--- src/rtl/can_bus_health_monitor_unit_macros.svh ---
// Assertion helpers used by the monitor top level.
// Each helper checks a property on the rising edge of clk_i and stays quiet during reset.
`ifndef CAN_BUS_HEALTH_MONITOR_UNIT_MACROS_SVH
`define CAN_BUS_HEALTH_MONITOR_UNIT_MACROS_SVH

// The consequent must hold in the same cycle as the antecedent.
`define CBHM_ASSERT_IMP(lbl, ante, cons, msg) \
  lbl: assert property (@(posedge clk_i) disable iff (!rst_ni) (ante) |-> (cons)) \
    else $error(msg);

// The consequent must hold in the cycle after the antecedent.
`define CBHM_ASSERT_NXT(lbl, ante, cons, msg) \
  lbl: assert property (@(posedge clk_i) disable iff (!rst_ni) (ante) |=> (cons)) \
    else $error(msg);

`endif

--- src/rtl/cbhm_pkg.sv ---
package cbhm_pkg;

  localparam int unsigned InDataW  = 56;
  localparam int unsigned OutDataW = 64;
  localparam int unsigned CfgAddrW = 2;
  localparam int unsigned CfgDataW = 16;

  localparam logic [7:0]  ThresholdRst  = 8'd3;
  localparam logic [15:0] TimeoutRst    = 16'd1000;
  localparam logic [3:0]  MaxRecovRst   = 4'd3;
  localparam logic [3:0]  RecovSat      = 4'd15;

  typedef enum logic [3:0] {
    ST_PENDING  = 4'd0,
    ST_OK       = 4'd1,
    ST_ACK_ERR  = 4'd2,
    ST_BUS_OFF  = 4'd3,
    ST_DISABLED = 4'd4,
    ST_STUFF    = 4'd5,
    ST_FORM     = 4'd6,
    ST_BIT1     = 4'd7,
    ST_BIT0     = 4'd8,
    ST_CRC      = 4'd9
  } status_e;

  typedef enum logic [2:0] {
    LEC_NONE  = 3'd0,
    LEC_STUFF = 3'd1,
    LEC_FORM  = 3'd2,
    LEC_ACK   = 3'd3,
    LEC_BIT1  = 3'd4,
    LEC_BIT0  = 3'd5,
    LEC_CRC   = 3'd6,
    LEC_SAME  = 3'd7
  } lec_e;

  typedef enum logic [1:0] {
    ACT_NONE    = 2'd0,
    ACT_RESTART = 2'd1,
    ACT_STOP    = 2'd2
  } action_e;

  typedef enum logic [1:0] {
    CFG_THRESHOLD = 2'd0,
    CFG_TIMEOUT   = 2'd1,
    CFG_MAX_RECOV = 2'd2
  } cfg_addr_e;

  // One controller poll; the first member sits in the top bits, so the
  // packing matches the input word from the lowest bit up in reverse order.
  typedef struct packed {
    logic [31:0] now_ms;
    logic        rx_received;
    logic        tx_acked;
    logic        bus_off_flag;
    lec_e        error_code;
    logic [7:0]  rx_error_count;
    logic [7:0]  tx_error_count;
    logic        frame_queued;
    logic        controller_in_reset;
  } item_t;

  typedef struct packed {
    action_e     recovery_action;
    logic [2:0]  reported_error_code;
    logic [7:0]  reported_rx_errors;
    logic [7:0]  reported_tx_errors;
    logic [31:0] last_alive_ms;
    logic        bus_alive;
    status_e     health_status;
  } result_t;

  typedef struct packed {
    logic [7:0]  debounce_threshold;
    logic [15:0] ack_timeout_ms;
    logic [3:0]  max_recoveries;
  } cfg_t;

  function automatic status_e code_to_status(lec_e code);
    status_e st;
    case (code)
      LEC_NONE:  st = ST_OK;
      LEC_STUFF: st = ST_STUFF;
      LEC_FORM:  st = ST_FORM;
      LEC_ACK:   st = ST_ACK_ERR;
      LEC_BIT1:  st = ST_BIT1;
      LEC_BIT0:  st = ST_BIT0;
      LEC_CRC:   st = ST_CRC;
      default:   st = ST_PENDING;
    endcase
    return st;
  endfunction

endpackage

--- src/rtl/cbhm_core.sv ---
// Health state of the monitored controller and the decision for one poll.
// The result is combinational from the state and the poll; the state moves
// on when step_i is high.
module cbhm_core (
  input  logic             clk_i,
  input  logic             rst_ni,
  input  logic             step_i,
  input  cbhm_pkg::item_t  item_i,
  input  cbhm_pkg::cfg_t   cfg_i,
  output cbhm_pkg::result_t result_o
);

  logic                 tx_att_q, tx_att_d;
  logic                 ack_q, ack_d;
  logic [31:0]          last_q, last_d;
  cbhm_pkg::status_e    raw_q, raw_d;
  cbhm_pkg::status_e    filt_q, filt_d;
  logic [7:0]           stable_q, stable_d;
  logic [3:0]           recov_q, recov_d;
  cbhm_pkg::status_e    shown_q, shown_d;
  logic [7:0]           tx_err_q, tx_err_d;
  logic [7:0]           rx_err_q, rx_err_d;
  logic [2:0]           code_q, code_d;
  cbhm_pkg::status_e    raw_now;
  cbhm_pkg::action_e    action;
  logic [31:0]          elapsed;

  always_comb begin
    tx_att_d = tx_att_q;
    ack_d    = ack_q;
    last_d   = last_q;
    raw_d    = raw_q;
    filt_d   = filt_q;
    stable_d = stable_q;
    recov_d  = recov_q;
    shown_d  = shown_q;
    tx_err_d = tx_err_q;
    rx_err_d = rx_err_q;
    code_d   = code_q;
    raw_now  = cbhm_pkg::ST_PENDING;
    action   = cbhm_pkg::ACT_NONE;
    elapsed  = '0;

    if (item_i.controller_in_reset) begin
      shown_d = cbhm_pkg::ST_DISABLED;
    end else begin
      if (item_i.frame_queued) begin
        tx_att_d = 1'b1;
      end
      tx_err_d = item_i.tx_error_count;
      rx_err_d = item_i.rx_error_count;
      code_d   = item_i.error_code;
      if (item_i.tx_acked || item_i.rx_received) begin
        ack_d   = 1'b1;
        last_d  = item_i.now_ms;
        recov_d = '0;
      end
      if (item_i.bus_off_flag) begin
        shown_d = cbhm_pkg::ST_BUS_OFF;
        filt_d  = cbhm_pkg::ST_BUS_OFF;
        raw_d   = cbhm_pkg::ST_BUS_OFF;
        if (recov_d != cbhm_pkg::RecovSat) begin
          recov_d = recov_d + 4'd1;
        end
        if (recov_d > cfg_i.max_recoveries) begin
          action = cbhm_pkg::ACT_STOP;
        end else begin
          action   = cbhm_pkg::ACT_RESTART;
          ack_d    = 1'b0;
          tx_att_d = 1'b0;
          stable_d = '0;
        end
      end else begin
        elapsed = item_i.now_ms - last_d;
        if (!tx_att_d) begin
          raw_now = cbhm_pkg::ST_PENDING;
        end else if (!ack_d) begin
          if (item_i.error_code != cbhm_pkg::LEC_NONE &&
              item_i.error_code != cbhm_pkg::LEC_SAME) begin
            raw_now = cbhm_pkg::code_to_status(item_i.error_code);
          end else begin
            raw_now = cbhm_pkg::ST_ACK_ERR;
          end
        end else if (cfg_i.ack_timeout_ms != '0 &&
                     elapsed > {16'd0, cfg_i.ack_timeout_ms}) begin
          ack_d   = 1'b0;
          raw_now = cbhm_pkg::ST_ACK_ERR;
        end else begin
          raw_now = cbhm_pkg::ST_OK;
        end

        // Debounce: the filtered status follows only after enough equal
        // raw statuses in a row.
        if (raw_now == raw_q) begin
          if (stable_q < cfg_i.debounce_threshold) begin
            stable_d = stable_q + 8'd1;
          end
        end else begin
          raw_d    = raw_now;
          stable_d = 8'd1;
        end
        if (stable_d >= cfg_i.debounce_threshold) begin
          filt_d = raw_d;
        end
        shown_d = filt_d;
      end
    end

    result_o.health_status       = shown_d;
    result_o.bus_alive           = ack_d;
    result_o.last_alive_ms       = last_d;
    result_o.reported_tx_errors  = tx_err_d;
    result_o.reported_rx_errors  = rx_err_d;
    result_o.reported_error_code = code_d;
    result_o.recovery_action     = action;
  end

  always_ff @(posedge clk_i or negedge rst_ni) begin
    if (!rst_ni) begin
      tx_att_q <= 1'b0;
      ack_q    <= 1'b0;
      last_q   <= '0;
      raw_q    <= cbhm_pkg::ST_PENDING;
      filt_q   <= cbhm_pkg::ST_PENDING;
      stable_q <= '0;
      recov_q  <= '0;
      shown_q  <= cbhm_pkg::ST_PENDING;
      tx_err_q <= '0;
      rx_err_q <= '0;
      code_q   <= '0;
    end else if (step_i) begin
      tx_att_q <= tx_att_d;
      ack_q    <= ack_d;
      last_q   <= last_d;
      raw_q    <= raw_d;
      filt_q   <= filt_d;
      stable_q <= stable_d;
      recov_q  <= recov_d;
      shown_q  <= shown_d;
      tx_err_q <= tx_err_d;
      rx_err_q <= rx_err_d;
      code_q   <= code_d;
    end
  end

endmodule

--- src/rtl/can_bus_health_monitor_unit.sv ---
// A word accepted on the slave side passes through the input register and the result register to the master side.
// Throughput: one word per cycle; the input and result registers hand words on
// while the master side takes them.
// Reset (asynchronous, active low) empties both registers, clears the health state
// and loads the register defaults: debounce threshold 3, ACK timeout 1000 ms,
// maximum recoveries 3.
`include "can_bus_health_monitor_unit_macros.svh"

module can_bus_health_monitor_unit (
  input  logic                              clk_i,
  input  logic                              rst_ni,
  // Configuration write port.
  input  logic                              cfg_we_i,
  input  logic [cbhm_pkg::CfgAddrW-1:0]     cfg_addr_i,
  input  logic [cbhm_pkg::CfgDataW-1:0]     cfg_wdata_i,
  // Poll words in.
  input  logic                              s_axis_tvalid,
  output logic                              s_axis_tready,
  // From bit 0: controller_in_reset, frame_queued, tx_error_count[7:0],
  // rx_error_count[7:0], error_code[2:0], bus_off_flag, tx_acked,
  // rx_received, now_ms[31:0].
  input  logic [cbhm_pkg::InDataW-1:0]      s_axis_tdata,
  // Health reports out.
  output logic                              m_axis_tvalid,
  input  logic                              m_axis_tready,
  // From bit 0: health_status[3:0], bus_alive, last_alive_ms[31:0],
  // reported_tx_errors[7:0], reported_rx_errors[7:0],
  // reported_error_code[2:0], recovery_action[1:0], zero fill to 64 bits.
  output logic [cbhm_pkg::OutDataW-1:0]     m_axis_tdata
);

  localparam int unsigned ResultW = $bits(cbhm_pkg::result_t);

  // Configuration registers. Writes must only arrive while the block is idle, which the
  // block itself does not enforce; they get no synchronization with the word flow.
  cbhm_pkg::cfg_t cfg_q;

  always_ff @(posedge clk_i or negedge rst_ni) begin
    if (!rst_ni) begin
      cfg_q.debounce_threshold <= cbhm_pkg::ThresholdRst;
      cfg_q.ack_timeout_ms     <= cbhm_pkg::TimeoutRst;
      cfg_q.max_recoveries     <= cbhm_pkg::MaxRecovRst;
    end else if (cfg_we_i) begin
      case (cbhm_pkg::cfg_addr_e'(cfg_addr_i))
        cbhm_pkg::CFG_THRESHOLD: cfg_q.debounce_threshold <= cfg_wdata_i[7:0];
        cbhm_pkg::CFG_TIMEOUT:   cfg_q.ack_timeout_ms     <= cfg_wdata_i;
        cbhm_pkg::CFG_MAX_RECOV: cfg_q.max_recoveries     <= cfg_wdata_i[3:0];
        default: ;
      endcase
    end
  end

  // Two register stages: the input register holds the poll, the result
  // register holds the finished report. The health state lives in the core
  // and advances exactly when a poll moves from the input register into the
  // result register, so every poll updates the state once and in order.
  logic              in_valid_q;
  cbhm_pkg::item_t   in_item_q;
  logic              out_valid_q;
  cbhm_pkg::result_t out_q;
  cbhm_pkg::result_t result;
  logic              advance;

  // The result register is free when it is empty or being drained this cycle.
  assign advance       = in_valid_q && (!out_valid_q || m_axis_tready);
  assign s_axis_tready = !in_valid_q || advance;

  always_ff @(posedge clk_i or negedge rst_ni) begin
    if (!rst_ni) begin
      in_valid_q <= 1'b0;
    end else if (s_axis_tready) begin
      in_valid_q <= s_axis_tvalid;
    end
  end

  always_ff @(posedge clk_i) begin
    if (s_axis_tready && s_axis_tvalid) begin
      in_item_q <= cbhm_pkg::item_t'(s_axis_tdata);
    end
  end

  cbhm_core u_core (
    .clk_i    (clk_i),
    .rst_ni   (rst_ni),
    .step_i   (advance),
    .item_i   (in_item_q),
    .cfg_i    (cfg_q),
    .result_o (result)
  );

  always_ff @(posedge clk_i or negedge rst_ni) begin
    if (!rst_ni) begin
      out_valid_q <= 1'b0;
    end else if (!out_valid_q || m_axis_tready) begin
      out_valid_q <= in_valid_q;
    end
  end

  always_ff @(posedge clk_i) begin
    if (advance) begin
      out_q <= result;
    end
  end

  assign m_axis_tvalid = out_valid_q;
  assign m_axis_tdata  = {{(cbhm_pkg::OutDataW - ResultW){1'b0}}, out_q};

  // A poll held back by a full result register stays in the input register.
  `CBHM_ASSERT_NXT(a_in_hold, in_valid_q && !advance,
    in_valid_q && $stable(in_item_q), "input word lost while stalled")

  // Any recovery request only comes with a bus-off report.
  `CBHM_ASSERT_IMP(a_action_bus_off,
    out_valid_q && out_q.recovery_action != cbhm_pkg::ACT_NONE,
    out_q.health_status == cbhm_pkg::ST_BUS_OFF, "recovery action outside bus-off")

  // A restart drops the alive flag.
  `CBHM_ASSERT_IMP(a_restart_not_alive,
    out_valid_q && out_q.recovery_action == cbhm_pkg::ACT_RESTART,
    !out_q.bus_alive, "bus still alive after restart request")

  // A controller held in reset is reported disabled and gets no action.
  `CBHM_ASSERT_NXT(a_reset_disabled, advance && in_item_q.controller_in_reset,
    out_q.health_status == cbhm_pkg::ST_DISABLED &&
    out_q.recovery_action == cbhm_pkg::ACT_NONE, "reset poll not reported disabled")

endmodule

--- config.mk ---
export PLATFORM = sky130hd
export DESIGN_NAME = can_bus_health_monitor_unit
export DESIGN_NICKNAME = d
export VERILOG_FILES = /design/src/rtl/cbhm_pkg.sv /design/src/rtl/cbhm_core.sv /design/src/rtl/can_bus_health_monitor_unit.sv
export VERILOG_INCLUDE_DIRS = /design/src /design/src/rtl
export SDC_FILE = /design/constraint.sdc
export NUM_CORES = 1
export LEC_CHECK = 0
export BUFFER_PORTS_ARGS = -buffer_cell sky130_fd_sc_hd__buf_2
export CAP_MARGIN = 10
export CORE_UTILIZATION = 40
export DETAILED_ROUTE_END_ITERATION = 8
export REMOVE_ABC_BUFFERS = 1
export SLEW_MARGIN = 20
export SYNTH_ARGS = -nofsm -noshare
export SYNTH_HDL_FRONTEND = slang
export SYNTH_SLANG_ARGS = --single-unit
--- constraint.sdc ---
create_clock -name clk_i -period 6.9 [get_ports clk_i]
set_input_delay 0.69 -clock clk_i [delete_from_list [all_inputs] [get_ports clk_i]]
set_output_delay 0.69 -clock clk_i [all_outputs]
set_load 0.02 [all_outputs]
[Yosys cells after proc, flatten, opt, wreduce, memory -nomap -nowiden]
Cells that the tools add are included.
Storage, ports and cells
  memories kept: 0
  bits of input ports: 79
  latch bits: 0
  logic and storage cells: 113
  flip-flop bits (word level): 217
  memory bits (read-only): 0
  bits in writable memories: 0
Operators by class
  order comparisons: 4
  add/sub/neg operators: 3
  equal/unequal tests: 12
  div/mod/pow operators: 0
  reduce and logical (&&, ||, !) cells: 19
  bitwise gates (word level): 2
  shift-type cells: 0
  multiply operators: 0
  muxes and demuxes: 42
Operator list (count)
  32-bit 2-to-1 mux: 3
  8-bit 2-to-1 mux: 8
  4-bit 2-to-1 mux: 15
  32-bit by 16-bit greater-than comparator with 1-bit output: 1
  32-bit subtractor: 1
  4-bit one-hot mux with 7 select lines: 1
  16-bit nonzero test: 1
  1-bit 2-to-1 mux: 12
  3-bit equality test, second input constant: 3
  8-bit by 1-bit adder with 8-bit output, second input constant: 1
  8-bit greater-or-equal comparator: 1
  8-bit < comparator: 1
  2-bit AND reduction: 4
  3-bit by 2-bit equality test with 1-bit output, second input constant: 2
  4-bit by 1-bit adder with 4-bit output, second input constant: 1
  4-bit equality test: 1
  4-bit greater-than comparator: 1
  1-bit logical AND: 4
  2-bit 2-to-1 mux: 2
  4-bit != test, second input constant: 1
  3-bit by 1-bit equality test with 1-bit output, second input constant: 1
  3-bit logical NOT: 1
  1-bit logical OR: 3
  3-bit 2-to-1 mux: 1
  10 further kinds: 12

[Depth between registers and ports, before layout]
  depth after elaboration: 18
  depth in mapped cells: 43
  mapped depth without buffers: 39

[Modules after synthesis]
A second synthesis with hierarchy kept.
Second synthesis, totals
  cell total of the unflattened synthesis: 1162
  area total of the unflattened synthesis: 12215.5 um^2
Modules (own cells, without submodules)
  cbhm_core: area an instance 7568.5 um^2, cells each 973, instances 1
  can_bus_health_monitor_unit: area an instance 4647.0 um^2, cells each 189, instances 1

[Least setup slack after synthesis]
OpenSTA, ideal clock, no wires.
  path type: reg-to-reg
  from: reg in_item_q[23] in the netlist's numbering
  to: reg out_q (netlist bit m_axis_tdata[1]) (data pin)
  path slack: -0.604 ns
  cell stages (with the launch flop): 42
  clock period less this slack: 7.504 ns
  arrival time: 7.228 ns
  path buffers: 4
  setup time: 0.275 ns
  required time: 6.625 ns
  path through: edfxtp_1 nor2_1 buf_2 buf_2 buf_2 buf_1 nand2_1 o21ai_0 ha_1 inv_1 ha_1 a21oi_1 a2bb2oi_1 nor2_1 mux2_2 nand2_1 o21ai_0 ha_1 (+6 left out) nand3b_1 nor3_1 and4_1 and4b_2 nor2_2 nor2_1 ha_1 nand2b_1 a21o_1 a21o_1 a21o_1 a21oi_1 nor2b_1 o21ai_0 nand2b_1 a21oi_1 nor3b_1 a211oi_1
On the way
  cells in the longest elaborated chain, start to end: 18
  elaborated cells on any way between the ends: 21
  those cells by class: 1 x add/sub; 2 x order compare; 1 x eq/ne; 15 x mux; 2 x reduce/logical
Ends and longest elaborated chain
  start: declaration: line can_bus_health_monitor_unit.sv:58  | cbhm_pkg::item_t in_item_q;
  start signal: assignment: line can_bus_health_monitor_unit.sv:78  | in_item_q <= cbhm_pkg::item_t'(s_axis_tdata);
  1-bit logical OR (*): line cbhm_core.sv:53  | if (item_i.tx_acked || item_i.rx_received) begin
  32-bit 2-to-1 mux: line cbhm_core.sv:53
  32-bit 2-to-1 mux: line cbhm_core.sv:44  | if (item_i.controller_in_reset) begin
  32-bit subtractor: line cbhm_core.sv:74  | elapsed = item_i.now_ms - last_d;
  32-bit by 16-bit greater-than comparator with 1-bit output: line cbhm_core.sv:85  | elapsed > {16'd0, cfg_i.ack_timeout_ms}) begin
  1-bit logical AND: line cbhm_core.sv:84  | end else if (cfg_i.ack_timeout_ms != '0 &&
  2-bit 2-to-1 mux: line cbhm_core.sv:84
  4-bit 2-to-1 mux (*): line cbhm_core.sv:77  | end else if (!ack_d) begin
  (+2 left out)
  4-bit 2-to-1 mux (*): line cbhm_core.sv:44
  4-bit equality test: line cbhm_core.sv:94  | if (raw_now == raw_q) begin
  8-bit 2-to-1 mux: line cbhm_core.sv:94
  8-bit 2-to-1 mux: line cbhm_core.sv:58  | if (item_i.bus_off_flag) begin
  8-bit 2-to-1 mux: line cbhm_core.sv:44
  8-bit greater-or-equal comparator: line cbhm_core.sv:102  | if (stable_d >= cfg_i.debounce_threshold) begin
  4-bit 2-to-1 mux (*): line cbhm_core.sv:102
  4-bit 2-to-1 mux (*): line cbhm_core.sv:58
  end signal: assignment: line can_bus_health_monitor_unit.sv:101  | out_q <= result;
  end: declaration: line can_bus_health_monitor_unit.sv:60  | cbhm_pkg::result_t out_q;
Every way passes the cells marked *; elsewhere a longest branch is shown, timed or not. The select of a mux whose other input is x is not followed.
A chain may end at the register's enable or synchronous reset.

[Worst setup path in the final report]
  from: reg in_item_q[23] in the netlist's numbering
  to: reg out_q (netlist bit m_axis_tdata[2]) (data pin)
Same word-level chain as after synthesis.

==> run_results.csv <==
group,metric,value,unit
status,outcome,"complete, no violations",
logic_synthesis,avgSynthCellArea,10.7,um2
logic_synthesis,synth_edf_count,114,
timing,hold_viol,0,
critical_path,crit_path_start_kind,"register",
min_path,worstHoldPathType,"input pin to asynchronous set/reset pin",
route,antenna_left,0,
power_and_ir_drop,power_density,285,nW/um2
cells_and_area,final_util,48.3,%
timing,finalClockSkew,0.0241,ns
logic_synthesis,async_flop_share,47.5,%
timing,maxSlewViolCount,0,
place,placed_cells,1644,
route,first_pass_iters,4,
cells_and_area,nets,1426,
critical_path,crit_path_frequent_cell,"a21oi_2",
critical_path,required,7.15,ns
logic_synthesis,synth.most_common_cell,"edfxtp_1",
global_route,grt_pass1_vias,8904,
critical_path,crit_arrival,6.79,ns
route,drt-wirelength-per-cell,16.9,um
logic_synthesis,ys_warn_count,0,
clock_tree,clkTransAtPathRegs,0.06,ns
die,die_h,176,um
logic_synthesis,syn_inst,1130,
clock_tree,root_buffer,"clkbuf_16",
cells_and_area,area_growth,18.3,%
clock_tree,numCtsBuffers,24,
global_route,grt_max_degree,79,
timing,setup_viol,0,
flow_run,maxCapViolCount,0,
route,vias_per_cell,5.30,
die,fp-row-count,63,
cells_and_area,multi_input_area,5860,um2
critical_path,end_kind,"register",
global_route,antenna_found_initial,2,
timing,max_freq,0.153,GHz
route,drc,0,
logic_synthesis,synth-seq-cells,217,
cells_and_area,antenna_cells,0,
global_route,grt_overflow_total,0,
clock_tree,hold_buffers,0,
die,dieArea,31100,um2
logic_synthesis,synth_cell_type_count,75,
critical_path,crit_fanout,8,
logic_synthesis,synthTopCellsByArea,"edfxtp_1, dfrtp_1, mux2_2",
die,start_util,40.9,%
logic_synthesis,netlist_area,12100,um2
critical_path,r2r_start,"in_item_q[23]",
logic_synthesis,synth_top_cell_area_share,28.2,%
clock_tree,clk_path_buf_depth,3,
cells_and_area,fillers,2695,
cells_and_area,fin_cells,1697,
clock_tree,clock-sinks,217,
logic_synthesis,ys.flop_type,"edfxtp_1",
clock_tree,clock_latency,0.54,ns
logic_synthesis,synthTopCellsByCount,"edfxtp_1, nand2_1, dfrtp_1",
die,core_region_area,29700,um2
clock_tree,htreeDepth,1,
logic_synthesis,seq_area_frac_synth,49.5,%
logic_synthesis,yosysTopAreaCell,"edfxtp_1",
cells_and_area,seqCellArea,6010,um2
timing,slew_headroom,30.4,%
global_route,grt_pass1_wl,46.6,mm
place,hpwl,20.8,mm
die,dieWidth,176,um
clock_tree,cts_tree,"yes",
critical_path,critical-path-slowest-cell,"or4_4",
critical_path,critPathLaunch,"in_item_q[23]",
die,pin_count,145,
timing,fin_crit_sh,94.8,%
place,portBuffers,138,
route,wirelength,28.7,mm
timing,tightest_slew,1.04,ns
critical_path,critPathMaxStageDelay,0.49,ns
critical_path,ff2ff_setup_slack,0.36,ns
power_and_ir_drop,ir_drop,0.000225,V
timing,post-route-min-period,6.54,ns
place,routabilityCongestion,0.894,
cells_and_area,drive_above_1_share,26.9,%
route,drt_iter0_markers,464,
global_route,grt.total_usage,18.7,%
power_and_ir_drop,leakagePower,0.00621,uW
critical_path,crit_type,"register to register",
route,via_count,8999,
## critical path: cells and delay by family (launching register included)
family,cells,cell delay [ns]
simple gates,16,2.40
fa+ha+maj,3,0.76
buf+inv,1,0.14
compound gates,19,2.51
flops,1,0.44
## stage by stage
stage	hold WS, ns	setup TNS, ns	instance area, um2	setup WS (ns)	power, uW
after floorplan	0.394	-8.92	11900	-1.24	2520
after global placement	0.465	0	13400	0.119	2840
after detailed placement	0.470	-0.832	13400	-0.205	2860
after CTS	0.0577	0	14100	0.0238	4080
after global routing	0.0861	-0.0841	14400	-0.0565	4340
final	0.0610	0	14400	0.362	4090
## area by class of cell
| cell class | instances | area share, % |
|---|---|---|
| tap | 390 | 3.40 |
| inverter | 70 | 1.83 |
| multi-input combinational | 799 | 40.8 |
| clock buffer | 34 | 4.65 |
| timing repair buffer | 177 | 7.05 |
| sequential | 217 | 41.9 |
| clock inverter | 10 | 0.392 |
## cells by family (layout without fill, tap and decap cells)
family                   after synthesis  in the layout  synth area share (%)
other                                  1              6                0.0309
adder cells (fa/ha/maj)               70             70                  7.03
AO/OA/AOI/OAI                        267            267                  14.1
flip-flops                           217            217                  49.5
multiplexers                         118            118                  10.5
XOR/XNOR                              32             32                  2.31
AND/OR/NAND/NOR                      306            306                  12.5
buffers and inverters                119            291                  3.95
## state kept, by name, indices dropped and copies added (netlist names), 3 cells and up
signal and count:
m_axis_tdata 58, in_item_q 56, u_core.last_q 32, cfg_q 28, u_core.rx_err_q 8, u_core.stable_q 8, u_core.tx_err_q 8, u_core.filt_q 4
u_core.raw_q 4, u_core.recov_q 4, u_core.code_q 3
## path summary, 6_finish.rpt
kind	cells past startpoint	end
worst max register to register	39	m_axis_tdata[2]
min in group clk_i	1	in_item_q[14]
max in group asynchronous	2	u_core.last_q[15]
worst min-delay path	1	u_core.tx_err_q[2]
worst max-delay path	39	m_axis_tdata[2]
worst min register to register	2	u_core.filt_q[3]
## layout by cell type (no fill, tap or decap), types with 14 or more instances in the layout
cell	synthesis	layout
xor2_1	18	18
inv_1	69	68
nor2_1	61	56
xnor2_1	14	14
a21o_1	25	25
nand4_1	15	15
ha_1	58	56
nor2b_1	18	18
mux2_2	75	75
a21oi_1	55	50
nand2_1	103	103
buf_4	7	35
nand2b_1	17	17
buf_2	5	137
mux2i_1	43	41
dfrtp_1	93	93
edfxtp_1	114	114
clkbuf_16	0	24
o21ai_0	86	80
nor3_1	22	18
## per-layer routing
metal	global-route usage (%)	up-vias	routed length (um)
met1	25.7	4272	13300
met5	0	-	23
met4	5.62	4	831
met2	29.7	215	12900
met3	3.81	52	1620
li1	-	4456	-
## what timing repair did
item,in CTS,in global routing
gates resized for setup,12,41
pin swaps,9,25
setup endpoints to repair,8,8
buffers inserted,4,5
cloned,0,0
## report_power, final
group | total (uW) | internal [uW] | switching [uW]
Sequential | 1740 | 1600 | 138
Clock | 1180 | 672 | 507
Combinational | 1170 | 509 | 662
Total | 4090 | 2780 | 1310
No activity file was read; power rests on OpenSTA's default activity.
